**config.mk**
```make
export PLATFORM = sky130hd
export DESIGN_NAME = fraction_arith_reduce_unit_flat
export DESIGN_NICKNAME = d
export VERILOG_FILES = /design/src/rtl/fra_pkg.sv /design/src/rtl/fra_if.sv /design/src/rtl/fra_mult.sv /design/src/rtl/fra_addsub.sv /design/src/rtl/fraction_arith_reduce_unit.sv /design/src/flat_wrapper.sv
export SDC_FILE = /design/constraint.sdc
export NUM_CORES = 2
export LEC_CHECK = 0
export ABC_AREA = 0
export BUFFER_PORTS_ARGS = -buffer_cell sky130_fd_sc_hd__buf_2
export CAP_MARGIN = 30
export CORE_ASPECT_RATIO = 0.75
export CORE_MARGIN = 5
export CORE_UTILIZATION = 55
export DETAILED_ROUTE_END_ITERATION = 10
export GPL_ROUTABILITY_DRIVEN = 1
export PLACE_DENSITY = 0.78
export SLEW_MARGIN = 5
export SYNTH_ARGS = -nofsm -noshare
export SYNTH_HDL_FRONTEND = slang
export SYNTH_SLANG_ARGS = --single-unit
```
**constraint.sdc**
```tcl
create_clock -name clk -period 15.3 [get_ports clk]
set_input_delay 2.295 -clock clk [delete_from_list [all_inputs] [get_ports clk]]
set_output_delay 2.295 -clock clk [all_outputs]
set_load 0.02 [all_outputs]
```
**src/rtl/fra_pkg.sv**
```systemverilog
// Package for the fraction arithmetic reduce unit.
// Operand and result widths, operation codes and the adder result type.
// No dependencies.
package fra_pkg;

  localparam int OPERAND_WIDTH = 16;
  localparam int OPW = OPERAND_WIDTH;
  localparam int PW  = 2 * OPW;        // signed product
  localparam int NW  = 2 * OPW + 1;    // result numerator, adder width
  localparam int DW  = 2 * OPW - 1;    // result denominator
  localparam int MW  = 2 * OPW;        // magnitudes, gcd, quotients
  localparam int KW  = $clog2(MW);     // gcd shift count, divide step count

  localparam logic [1:0] CMD_ADD = 2'd0;
  localparam logic [1:0] CMD_SUB = 2'd1;
  localparam logic [1:0] CMD_MUL = 2'd2;
  localparam logic [1:0] CMD_DIV = 2'd3;

  localparam logic signed [OPW-1:0] OP_ONE = OPW'(1);

  typedef struct packed {
    logic                 neg;
    logic signed [NW-1:0] sum;
  } alu_res_t;

endpackage

```
**src/rtl/fra_if.sv**
```systemverilog
// Valid/ready channel interfaces for the fraction arithmetic reduce unit.
// Depends on fra_pkg for field widths.
interface fra_in_if;
  import fra_pkg::*;
  logic                  valid;
  logic                  ready;
  logic [1:0]            cmd;
  logic signed [OPW-1:0] a_num;
  logic signed [OPW-1:0] a_den;
  logic signed [OPW-1:0] b_num;
  logic signed [OPW-1:0] b_den;

  modport source (output valid, cmd, a_num, a_den, b_num, b_den, input ready);
  modport sink   (input valid, cmd, a_num, a_den, b_num, b_den, output ready);
endinterface

interface fra_out_if;
  import fra_pkg::*;
  logic                 valid;
  logic                 ready;
  logic signed [NW-1:0] res_num;
  logic [DW-1:0]        res_den;

  modport source (output valid, res_num, res_den, input ready);
  modport sink   (input valid, res_num, res_den, output ready);
endinterface

```
**src/rtl/fra_mult.sv**
```systemverilog
// Registered signed operand multiplier, one product per cycle.
// Depends on fra_pkg.
module fra_mult (
  input  logic                           clk,
  input  logic signed [fra_pkg::OPW-1:0] x,
  input  logic signed [fra_pkg::OPW-1:0] y,
  output logic signed [fra_pkg::PW-1:0]  p_r
);
  import fra_pkg::*;

  logic signed [PW-1:0] xe;
  logic signed [PW-1:0] ye;

  assign xe = PW'(x);
  assign ye = PW'(y);

  always_ff @(posedge clk) begin
    p_r <= xe * ye;
  end

endmodule

```
**src/rtl/fra_addsub.sv**
```systemverilog
// Shared add/subtract unit: combine, gcd compare, divide trial, sign fix.
// Depends on fra_pkg.
module fra_addsub (
  input  logic signed [fra_pkg::NW-1:0] a,
  input  logic signed [fra_pkg::NW-1:0] b,
  input  logic                          sub,
  output fra_pkg::alu_res_t             res
);
  import fra_pkg::*;

  logic signed [NW-1:0] sum;

  assign sum     = sub ? (a - b) : (a + b);
  assign res.sum = sum;
  assign res.neg = sum[NW-1];

endmodule

```
**src/rtl/fraction_arith_reduce_unit.sv**
```systemverilog
// Fraction arithmetic with gcd reduction: top level and sequencer.
// Depends on fra_pkg, fra_if, fra_mult and fra_addsub.
//
//   channel   dir   handshake      payload
//   in_ch     in    valid/ready    cmd, a_num, a_den, b_num, b_den
//   out_ch    out   valid/ready    res_num, res_den
//
// Each item runs through the multiplies, combine, magnitudes, gcd loop, gcd shift-back,
// two restoring divisions and sign fix: the gcd loop takes one shift, subtract or swap
// per cycle, and all subtracts, the two restoring divisions and the final sign fix share one adder.
// Synchronous active-low reset returns the sequencer to idle and drops out valid.
// in_ch.ready is high only while idle; a result waits in the output register
// and the next request may be taken meanwhile.
module fraction_arith_reduce_unit (
  input  logic      clk,
  input  logic      rst_n,
  fra_in_if.sink    in_ch,
  fra_out_if.source out_ch
);
  import fra_pkg::*;

  localparam logic [3:0] S_IDLE = 4'd0;
  localparam logic [3:0] S_MUL1 = 4'd1;
  localparam logic [3:0] S_MUL2 = 4'd2;
  localparam logic [3:0] S_MUL3 = 4'd3;
  localparam logic [3:0] S_COMB = 4'd4;
  localparam logic [3:0] S_MAG  = 4'd5;
  localparam logic [3:0] S_GCD  = 4'd6;
  localparam logic [3:0] S_GSH  = 4'd7;
  localparam logic [3:0] S_DIV  = 4'd8;
  localparam logic [3:0] S_FIX  = 4'd9;

  logic [3:0]            state_r, state_nxt;
  logic                  out_valid_r, out_valid_nxt;
  logic [1:0]            cmd_r;
  logic signed [OPW-1:0] an_r, ad_r, bn_r, bd_r;
  logic signed [NW-1:0]  rn_r;
  logic signed [PW-1:0]  tmp_r, rd_r;
  logic                  neg_r;
  logic [MW-1:0]         u_r, v_r, g_r, num_r, den_r, rem_r, quo_r;
  logic [KW-1:0]         k_r, cnt_r;
  logic                  second_r;
  logic signed [NW-1:0]  out_num_r;
  logic [DW-1:0]         out_den_r;

  logic signed [OPW-1:0] mx, my;
  logic signed [PW-1:0]  prod;
  logic signed [NW-1:0]  alu_a, alu_b;
  logic                  alu_sub;
  alu_res_t              alu;

  logic signed [PW-1:0]  rd_eff;
  logic signed [NW-1:0]  rn_neg;
  logic signed [PW-1:0]  rd_neg;
  logic [MW-1:0]         trial;
  logic [MW-1:0]         quo_step;

  fra_mult u_mult (
    .clk (clk),
    .x   (mx),
    .y   (my),
    .p_r (prod)
  );

  fra_addsub u_alu (
    .a   (alu_a),
    .b   (alu_b),
    .sub (alu_sub),
    .res (alu)
  );

  assign in_ch.ready    = (state_r == S_IDLE);
  assign out_ch.valid   = out_valid_r;
  assign out_ch.res_num = out_num_r;
  assign out_ch.res_den = out_den_r;

  assign rd_eff   = (rd_r == '0) ? PW'(1) : rd_r;
  assign rn_neg   = -rn_r;
  assign rd_neg   = -rd_eff;
  assign trial    = {rem_r[MW-2:0], quo_r[MW-1]};
  assign quo_step = {quo_r[MW-2:0], ~alu.neg};

  // multiplier operand select
  always_comb begin
    mx = an_r;
    my = bd_r;
    unique case (state_r)
      S_MUL1: begin
        mx = an_r;
        my = (cmd_r == CMD_MUL) ? bn_r : bd_r;
      end
      S_MUL2: begin
        mx = bn_r;
        my = ad_r;
      end
      S_MUL3: begin
        mx = ad_r;
        my = (cmd_r == CMD_DIV) ? bn_r : bd_r;
      end
      default: begin
        mx = an_r;
        my = bd_r;
      end
    endcase
  end

  // shared adder operand select
  always_comb begin
    alu_a   = '0;
    alu_b   = '0;
    alu_sub = 1'b1;
    unique case (state_r)
      S_COMB: begin
        alu_a   = rn_r;
        alu_b   = (cmd_r == CMD_ADD || cmd_r == CMD_SUB) ? NW'(tmp_r) : '0;
        alu_sub = (cmd_r == CMD_SUB);
      end
      S_GCD: begin
        alu_a = {1'b0, u_r};
        alu_b = {1'b0, v_r};
      end
      S_DIV: begin
        alu_a = {1'b0, trial};
        alu_b = {1'b0, g_r};
      end
      S_FIX: begin
        alu_a   = '0;
        alu_b   = {1'b0, num_r};
        alu_sub = neg_r;
      end
      default: begin
        alu_a   = '0;
        alu_b   = '0;
        alu_sub = 1'b1;
      end
    endcase
  end

  always_comb begin
    state_nxt     = state_r;
    out_valid_nxt = out_valid_r;
    if (out_ch.valid && out_ch.ready) begin
      out_valid_nxt = 1'b0;
    end
    unique case (state_r)
      S_IDLE: if (in_ch.valid) state_nxt = S_MUL1;
      S_MUL1: state_nxt = S_MUL2;
      S_MUL2: state_nxt = S_MUL3;
      S_MUL3: state_nxt = S_COMB;
      S_COMB: state_nxt = S_MAG;
      S_MAG:  state_nxt = S_GCD;
      S_GCD:  if (u_r == '0) state_nxt = S_GSH;
      S_GSH:  if (k_r == '0) state_nxt = S_DIV;
      S_DIV:  if (cnt_r == '0 && second_r) state_nxt = S_FIX;
      S_FIX: begin
        if (!out_valid_r) begin
          out_valid_nxt = 1'b1;
          state_nxt     = S_IDLE;
        end
      end
      default: state_nxt = S_IDLE;
    endcase
  end

  always_ff @(posedge clk) begin
    if (!rst_n) begin
      state_r     <= S_IDLE;
      out_valid_r <= 1'b0;
    end else begin
      state_r     <= state_nxt;
      out_valid_r <= out_valid_nxt;
    end
  end

  // datapath registers
  always_ff @(posedge clk) begin
    unique case (state_r)
      S_IDLE: begin
        if (in_ch.valid) begin
          cmd_r <= in_ch.cmd;
          an_r  <= in_ch.a_num;
          bn_r  <= in_ch.b_num;
          ad_r  <= (in_ch.a_den == '0) ? OP_ONE : in_ch.a_den;
          bd_r  <= (in_ch.b_den == '0) ? OP_ONE : in_ch.b_den;
        end
      end
      S_MUL2: rn_r  <= NW'(prod);
      S_MUL3: tmp_r <= prod;
      S_COMB: begin
        rd_r <= prod;
        rn_r <= alu.sum;
      end
      S_MAG: begin
        u_r   <= rn_r[NW-1] ? rn_neg[MW-1:0] : rn_r[MW-1:0];
        num_r <= rn_r[NW-1] ? rn_neg[MW-1:0] : rn_r[MW-1:0];
        v_r   <= rd_eff[PW-1] ? rd_neg : rd_eff;
        den_r <= rd_eff[PW-1] ? rd_neg : rd_eff;
        neg_r <= rn_r[NW-1] ^ rd_eff[PW-1];
        k_r   <= '0;
      end
      S_GCD: begin
        // binary gcd: common twos counted in k, odd pair reduced by subtract
        if (u_r == '0) begin
          g_r <= v_r;
        end else if (!u_r[0] && !v_r[0]) begin
          u_r <= u_r >> 1;
          v_r <= v_r >> 1;
          k_r <= k_r + KW'(1);
        end else if (!u_r[0]) begin
          u_r <= u_r >> 1;
        end else if (!v_r[0]) begin
          v_r <= v_r >> 1;
        end else if (alu.neg) begin
          u_r <= v_r;
          v_r <= u_r;
        end else begin
          u_r <= alu.sum[MW-1:0];
        end
      end
      S_GSH: begin
        if (k_r != '0) begin
          g_r <= g_r << 1;
          k_r <= k_r - KW'(1);
        end else begin
          rem_r    <= '0;
          quo_r    <= num_r;
          cnt_r    <= KW'(MW - 1);
          second_r <= 1'b0;
        end
      end
      S_DIV: begin
        if (cnt_r != '0) begin
          rem_r <= alu.neg ? trial : alu.sum[MW-1:0];
          quo_r <= quo_step;
          cnt_r <= cnt_r - KW'(1);
        end else if (!second_r) begin
          num_r    <= quo_step;
          rem_r    <= '0;
          quo_r    <= den_r;
          cnt_r    <= KW'(MW - 1);
          second_r <= 1'b1;
        end else begin
          den_r <= quo_step;
        end
      end
      S_FIX: begin
        if (!out_valid_r) begin
          out_num_r <= alu.sum;
          out_den_r <= den_r[DW-1:0];
        end
      end
      default: begin
      end
    endcase
  end

  a_den_nonzero: assert property (@(posedge clk) disable iff (!rst_n)
    out_ch.valid |-> out_ch.res_den != '0)
    else $error("result denominator is zero");

  a_gcd_v_nonzero: assert property (@(posedge clk) disable iff (!rst_n)
    (state_r == S_GCD) |-> v_r != '0)
    else $error("gcd operand v dropped to zero");

  a_rem_below_divisor: assert property (@(posedge clk) disable iff (!rst_n)
    (state_r == S_DIV) |-> rem_r < g_r)
    else $error("divide remainder not below gcd");

  a_fix_loads_output: assert property (@(posedge clk) disable iff (!rst_n)
    (state_r == S_FIX && !out_valid_r) |=> out_valid_r && state_r == S_IDLE)
    else $error("finished result not loaded into output register");

endmodule

```
**src/flat_wrapper.sv**
```systemverilog
// flat-port wrapper written by rule: the top's interface ports become plain ports
module fraction_arith_reduce_unit_flat import fra_pkg::*;
  (clk, rst_n, in_ch_valid, in_ch_cmd, in_ch_a_num, in_ch_a_den, in_ch_b_num, in_ch_b_den, in_ch_ready, out_ch_valid, out_ch_res_num, out_ch_res_den, out_ch_ready);
  fra_in_if in_ch_i ();
  fra_out_if out_ch_i ();
  input  logic clk;
  input  logic rst_n;
  input wire logic [$bits(in_ch_i.valid)-1:0] in_ch_valid;
  input wire logic [$bits(in_ch_i.cmd)-1:0] in_ch_cmd;
  input wire logic [$bits(in_ch_i.a_num)-1:0] in_ch_a_num;
  input wire logic [$bits(in_ch_i.a_den)-1:0] in_ch_a_den;
  input wire logic [$bits(in_ch_i.b_num)-1:0] in_ch_b_num;
  input wire logic [$bits(in_ch_i.b_den)-1:0] in_ch_b_den;
  output wire logic [$bits(in_ch_i.ready)-1:0] in_ch_ready;
  output wire logic [$bits(out_ch_i.valid)-1:0] out_ch_valid;
  output wire logic [$bits(out_ch_i.res_num)-1:0] out_ch_res_num;
  output wire logic [$bits(out_ch_i.res_den)-1:0] out_ch_res_den;
  input wire logic [$bits(out_ch_i.ready)-1:0] out_ch_ready;
  assign in_ch_i.valid = in_ch_valid;
  assign in_ch_i.cmd = in_ch_cmd;
  assign in_ch_i.a_num = in_ch_a_num;
  assign in_ch_i.a_den = in_ch_a_den;
  assign in_ch_i.b_num = in_ch_b_num;
  assign in_ch_i.b_den = in_ch_b_den;
  assign in_ch_ready = in_ch_i.ready;
  assign out_ch_valid = out_ch_i.valid;
  assign out_ch_res_num = out_ch_i.res_num;
  assign out_ch_res_den = out_ch_i.res_den;
  assign out_ch_i.ready = out_ch_ready;
  fraction_arith_reduce_unit u_core (.clk(clk), .rst_n(rst_n), .in_ch(in_ch_i), .out_ch(out_ch_i));
endmodule
```
# == Word-level counts from Yosys, hierarchy flattened ==
# Index checks and enable logic that the tools add are counted.
# classes
n_addsub,7
n_mul,1
n_eq_ne,28
mux,63
bitwise,3
reduce_logical,35
# op_table
operator,n
32-bit two-way mux,22
32-bit case mux with 2 select lines,6
33-bit case mux with 4 select lines,1
31-bit two-way mux,4
33-bit case mux with 3 select lines,1
33-bit two-way mux,2
33-bit case mux with 2 select lines,1
32-bit logical NOT,2
32-bit negation,2
31-bit case mux with 2 select lines,1
16-bit case mux with 3 select lines,1
4-bit case mux with 10 select lines,1
33-bit adder,1
33-bit subtractor,1
16-bit logical NOT,2
16-bit by 16-bit multiplier with 32-bit output,1
16-bit two-way mux,2
16-bit case mux with 2 select lines,1
5-bit two-way mux,6
3-bit AND reduction,7
4-bit two-way mux,5
"4-bit by 3-bit == test with 1-bit output, second input constant",4
5-bit case mux with 3 select lines,1
"2-bit by 1-bit inequality test with 1-bit output, second input constant",6
other kinds (28),56
# totals
regBits,499
inputBits,70
out_inout_bits,66
word_cells,163

# == Depth between registers and ports, before layout ==
# depth
ltp_word,12
ltp_mapped,34
depth_no_buf,29

# == Cells and area by module ==
# From an unflattened synthesis, not the netlist that was laid out.
# unflattened
hier_cells,3431
area_unflattened_um2,35512.8
# by_module_without_submodules
module,instances,cells_per_inst,area_each_um2,seq_area_each_um2
fraction_arith_reduce_unit,1,1908,22352.7,13973.4
fra_mult,1,1165,10702.8,640.6
fra_addsub,1,358,2457.4,0.0

# == Worst setup path after synthesis ==
# OpenSTA, ideal clock, no wires.
# synth_path
path_type,register -> register
from,reg u_core.state_r[0]
to,reg u_core.u_mult.p_r[31] in the netlist's numbering
setup_ns,0.072
arrival_time_ns,7.973
t_required_ns,15.228
slack_ns,7.255
path_stages_with_launch,29
n_path_buf,5
synth_period_minus_slack_ns,8.045
path_cell_list,dfxtp_1 buf_2 clkbuf_1 clkbuf_1 clkbuf_1 clkbuf_1 mux2i_1 a21oi_1 nand2_1 fa_1 fa_1 fa_1 inv_1 fa_1 fa_1 inv_1 fa_1 inv_1 ha_1 a21o_1 a21o_1 a21oi_1 o22ai_1 a211o_1 a41oi_1 o211ai_1 a31o_2 a21oi_1 xnor2_1
# synth_between
elab_chain_len,3
word_cells_on_any_way,6
cone_classes,1 x mul; 3 x eq/ne; 2 x mux
# synth_lines
element,line_no,source
start: declaration,fraction_arith_reduce_unit.sv:33,"logic [3:0] state_r, state_nxt;"
start signal: assignment,fraction_arith_reduce_unit.sv:170,state_r <= state_nxt;
4-bit by 2-bit == test with 1-bit output / 4-bit by 1-bit == test with 1-bit output (equally long branches),fraction_arith_reduce_unit.sv:87,unique case (state_r)
16-bit case mux with 3 select lines / 16-bit case mux with 2 select lines (equally long branches),fraction_arith_reduce_unit.sv:87,
16-bit by 16-bit multiplier with 32-bit output (*),fra_mult.sv:18,p_r <= xe * ye;
end signal: assignment,fra_mult.sv:18,
end: declaration,fra_mult.sv:7,output logic signed [fra_pkg::PW-1:0] p_r
# Every way passes the cells marked *; elsewhere a longest branch is shown, timed or not.
# A chain may end at the register's enable or synchronous reset.

# == Final worst setup path ==
# Ends and elaborated chain as after synthesis.

==> flow_summary.yaml <==
worst_hold_path:
  hold_path_class: "register to register"
  holdCritStartpoint: "u_core.den_r[5]$_DFFE_PP_"
worst_setup_path:
  timing.critical_path.buf_inv: 4
  cp_data_required_time_ps: 15860
  timing.critical_path.from: "u_core.state_r[0]$_SDFFE_PN0P_"
  crit_top_cell: "sky130_fd_sc_hd__fa_1"
  reg2reg_launch_point: "u_core.state_r[0]$_SDFFE_PN0P_"
  crit_path_kind: "register to register"
  data_arrival_critical_path_ps: 9190
  timing.critical_path.slowest_cell_delay_ps: 750
  end_kind: "register"
  crit_slowest_cell: "sky130_fd_sc_hd__and4_1"
  critical_path.top_delay_family: "adder cells"
  cp-start-kind: "register"
  path_max_fanout: 52
floorplanning:
  floorplan.initialDensity_pct: 55.6
  core_area_um2: 62200
  design.die.area_um2: 68000
  core.rowCount: 79
  top_level_ports: 136
  floorplan.die.height_um: 227
  chipWidth_um: 299
cts:
  tritoncts: "built"
  numCtsBuffers: 53
  sinks_on_the_clock_net: 499
  post-cts-setup-buffer-count: 0
  cts.clk_slew.worst_paths_ps: 70
  clock_latency_ps: 650
  post_cts_resized: 0
  cts_max_level: 2
  cts_buffer_depth: 3
  postCtsHoldBufs: 0
  clk_root_buffer_cell: "sky130_fd_sc_hd__clkbuf_16"
yosys:
  synth_async_sr_flop_share_pct: 0
  postSynthCellCount: 3342
  synth.ff_latch_count: 499
  yosys_most_used_dff: "sky130_fd_sc_hd__edfxtp_1"
  synth_sequential_area_ratio_pct: 42.3
  synth_enable_flop_cells: 462
  mappedNetlistNets: 3797
  syn_area_per_cell_um2: 10.3
  post_synth_instance_area_um2: 34600
  synth_cell_type_count: 82
  ys.warnings.count: 0
global_route:
  globalRouteOverflowTotal: 0
  vias_in_the_first_global_route: 25600
  antenna_found_initial: 1
  grt_max_degree: 86
  grt_first_pass_wirelength_mm: 155
  gr-usage-all-layers_pct: 30.0
timing:
  finalSetupTns_ps: 0
  finalCritPeriodShare_pct: 56.4
  timing_hold_violations_final: 0
  clock-skew-final_ps: 29.0
  period_needed_ps: 8630
  timing_worst_slew_pin_value_ps: 1380
  setup_viol_count_final: 0
  maxSlewHeadroom_pct: 8.01
  timing.fmax_ghz: 0.116
  final-max-slew-violation-count: 0
  rsz0062_at_grt: "false"
drt:
  postRouteAntennaNets: 0
  routed_wirelength_mm: 102
  avgRoutedWirePerCell_um: 24.0
  drt_pre_antenna_iters: 9
  detailroute.via_count: 26700
  drc: 0
  avg_vias_per_cell: 6.26
  number_of_drc_markers_in_iteration_0: 4077
run_status:
  outcome: "complete, no violations"
placement:
  detailed_place_hpwl_mm: 78.0
  gpl.final_weighted_congestion: 1.02
  io_buffer_count: 135
flow_run:
  max-cap-violations: 0
cells_and_area:
  share_of_cells_above_drive_strength_1_pct: 9.08
  flow.area_growth_from_synthesis_pct: 9.56
  fillers: 4950
  num-nets-final: 3860
-- final cells by class --
cell class | instances | area [um^2] | area share, %
multi-input combinational | 2291 | 17900 | 47.3
sequential | 499 | 14600 | 38.6
clock buffer | 66 | 1400 | 3.68
inverter | 362 | 1360 | 3.59
timing repair buffer | 198 | 1250 | 3.31
tap | 810 | 1010 | 2.68
clock inverter | 31 | 323 | 0.852
antenna | 2 | 5.00 | 0.0132
-- per-stage QoR --
stage	hold WS [ps]	instance area (um^2)	setup slack, ps	cells	utilization (%)
6_report	452	37900	6670	4259	60.9
5_1_grt	466	37900	6220	4258	60.9
4_1_cts	453	37700	6860	4244	60.7
3_5_place_dp	437	36000	6900	4147	57.9
3_3_place_gp	432	35900	7010	4137	57.7
2_1_floorplan	425	34600	7250	3342	-
-- final timing paths --
kind	slack, ps	end	cells past startpoint
worst max-delay path	6670	u_core.u_mult.p_r[31]$_DFF_P_	25
worst min-delay path	450	u_core.out_ch.res_den[5]$_DFFE_PP_	0
worst max register to register	6670	u_core.u_mult.p_r[31]$_DFF_P_	25
worst min register to register	450	u_core.out_ch.res_den[5]$_DFFE_PP_	0
-- cell usage in the layout (no fill, tap or decap), drive strengths merged, types with 17 or more instances in the layout --
cell type,count
nor3,29
inv,361
nor4,22
nand2b,22
clkinv,25
nor2,340
o21ai,78
o31ai,19
xor2,81
fa,264
buf,193
a21oi,229
a22oi,20
mux2i,67
a31oi,49
nand3,26
and2,17
ha,121
edfxtp,462
nor2b,44
xnor2,82
dfxtp,37
a211oi,36
clkbuf,71
nand2,439
a21o,50
a221o,46
a222oi,41
-- cells in the mapped netlist, types with 12 or more instances --
library cell	n	area share, %
sky130_fd_sc_hd__a21o_1	50	1.1
sky130_fd_sc_hd__or3_1	13	0.24
sky130_fd_sc_hd__a31oi_1	49	0.89
sky130_fd_sc_hd__o21a_1	15	0.33
sky130_fd_sc_hd__a222oi_1	41	1.2
sky130_fd_sc_hd__o211ai_1	14	0.30
sky130_fd_sc_hd__o31ai_1	19	0.41
sky130_fd_sc_hd__nor2_1	338	3.7
sky130_fd_sc_hd__edfxtp_1	462	40
sky130_fd_sc_hd__xnor2_1	81	2.1
sky130_fd_sc_hd__nor4_1	21	0.38
sky130_fd_sc_hd__mux2i_1	67	1.9
sky130_fd_sc_hd__inv_1	359	3.9
sky130_fd_sc_hd__nor2b_1	44	0.80
sky130_fd_sc_hd__xor2_1	81	2.1
sky130_fd_sc_hd__a211oi_1	36	0.78
sky130_fd_sc_hd__a221o_1	45	1.3
sky130_fd_sc_hd__nand2_1	439	4.8
sky130_fd_sc_hd__nor3_1	28	0.41
sky130_fd_sc_hd__and2_1	17	0.31
sky130_fd_sc_hd__nand3_1	26	0.38
sky130_fd_sc_hd__fa_1	264	15
sky130_fd_sc_hd__o21ai_0	69	1.0
sky130_fd_sc_hd__dfxtp_1	37	2.1
sky130_fd_sc_hd__a22oi_1	20	0.43
sky130_fd_sc_hd__a21oi_1	229	3.3
sky130_fd_sc_hd__buf_1	19	0.21
sky130_fd_sc_hd__ha_1	121	4.4
sky130_fd_sc_hd__or4_1	12	0.26
sky130_fd_sc_hd__clkbuf_1	151	1.6
sky130_fd_sc_hd__nand2b_1	22	0.40
-- registers in the layout, summed over array words and instances (netlist names), 16 cells and up --
name / count
u_core.an_r: 16
u_core.u_mult.p_r: 32
u_core.rem_r: 31
u_core.tmp_r: 32
u_core.bd_r: 16
u_core.ad_r: 16
u_core.rd_r: 32
u_core.out_ch.res_num: 33
u_core.u_r: 32
u_core.g_r: 32
u_core.rn_r: 33
u_core.v_r: 32
u_core.num_r: 32
u_core.out_ch.res_den: 31
u_core.bn_r: 16
u_core.den_r: 32
u_core.quo_r: 32
-- routing by layer --
layer	share of wire (%)	track usage (%)	up-vias	wire length [um]
met1	40	42.9	12900	40700
li1	-	-	11700	-
met4	2.1	6.67	4	2180
met5	0.044	0	-	45
met3	19	16.4	163	19400
met2	39	40.2	1855	39900
-- kinds of logic (layout without fill, tap and decap cells) --
group                    count (synthesis)  count (layout)  synth area share, %
AND/OR/NAND/NOR                       1015            1015                 12.9
AO/OA/AOI/OAI                          659             659                 12.8
buffers and inverters                  552             657                 6.21
flip-flops                             499             499                 42.3
adder cells (fa/ha/maj)                385             385                 19.7
XOR/XNOR                               163             163                 4.18
multiplexers                            69              69                 2.01
other                                    0               2                    0
Power is not shown: default switching activity piles up to over one toggle a cycle in this logic, so the estimate is an artifact.
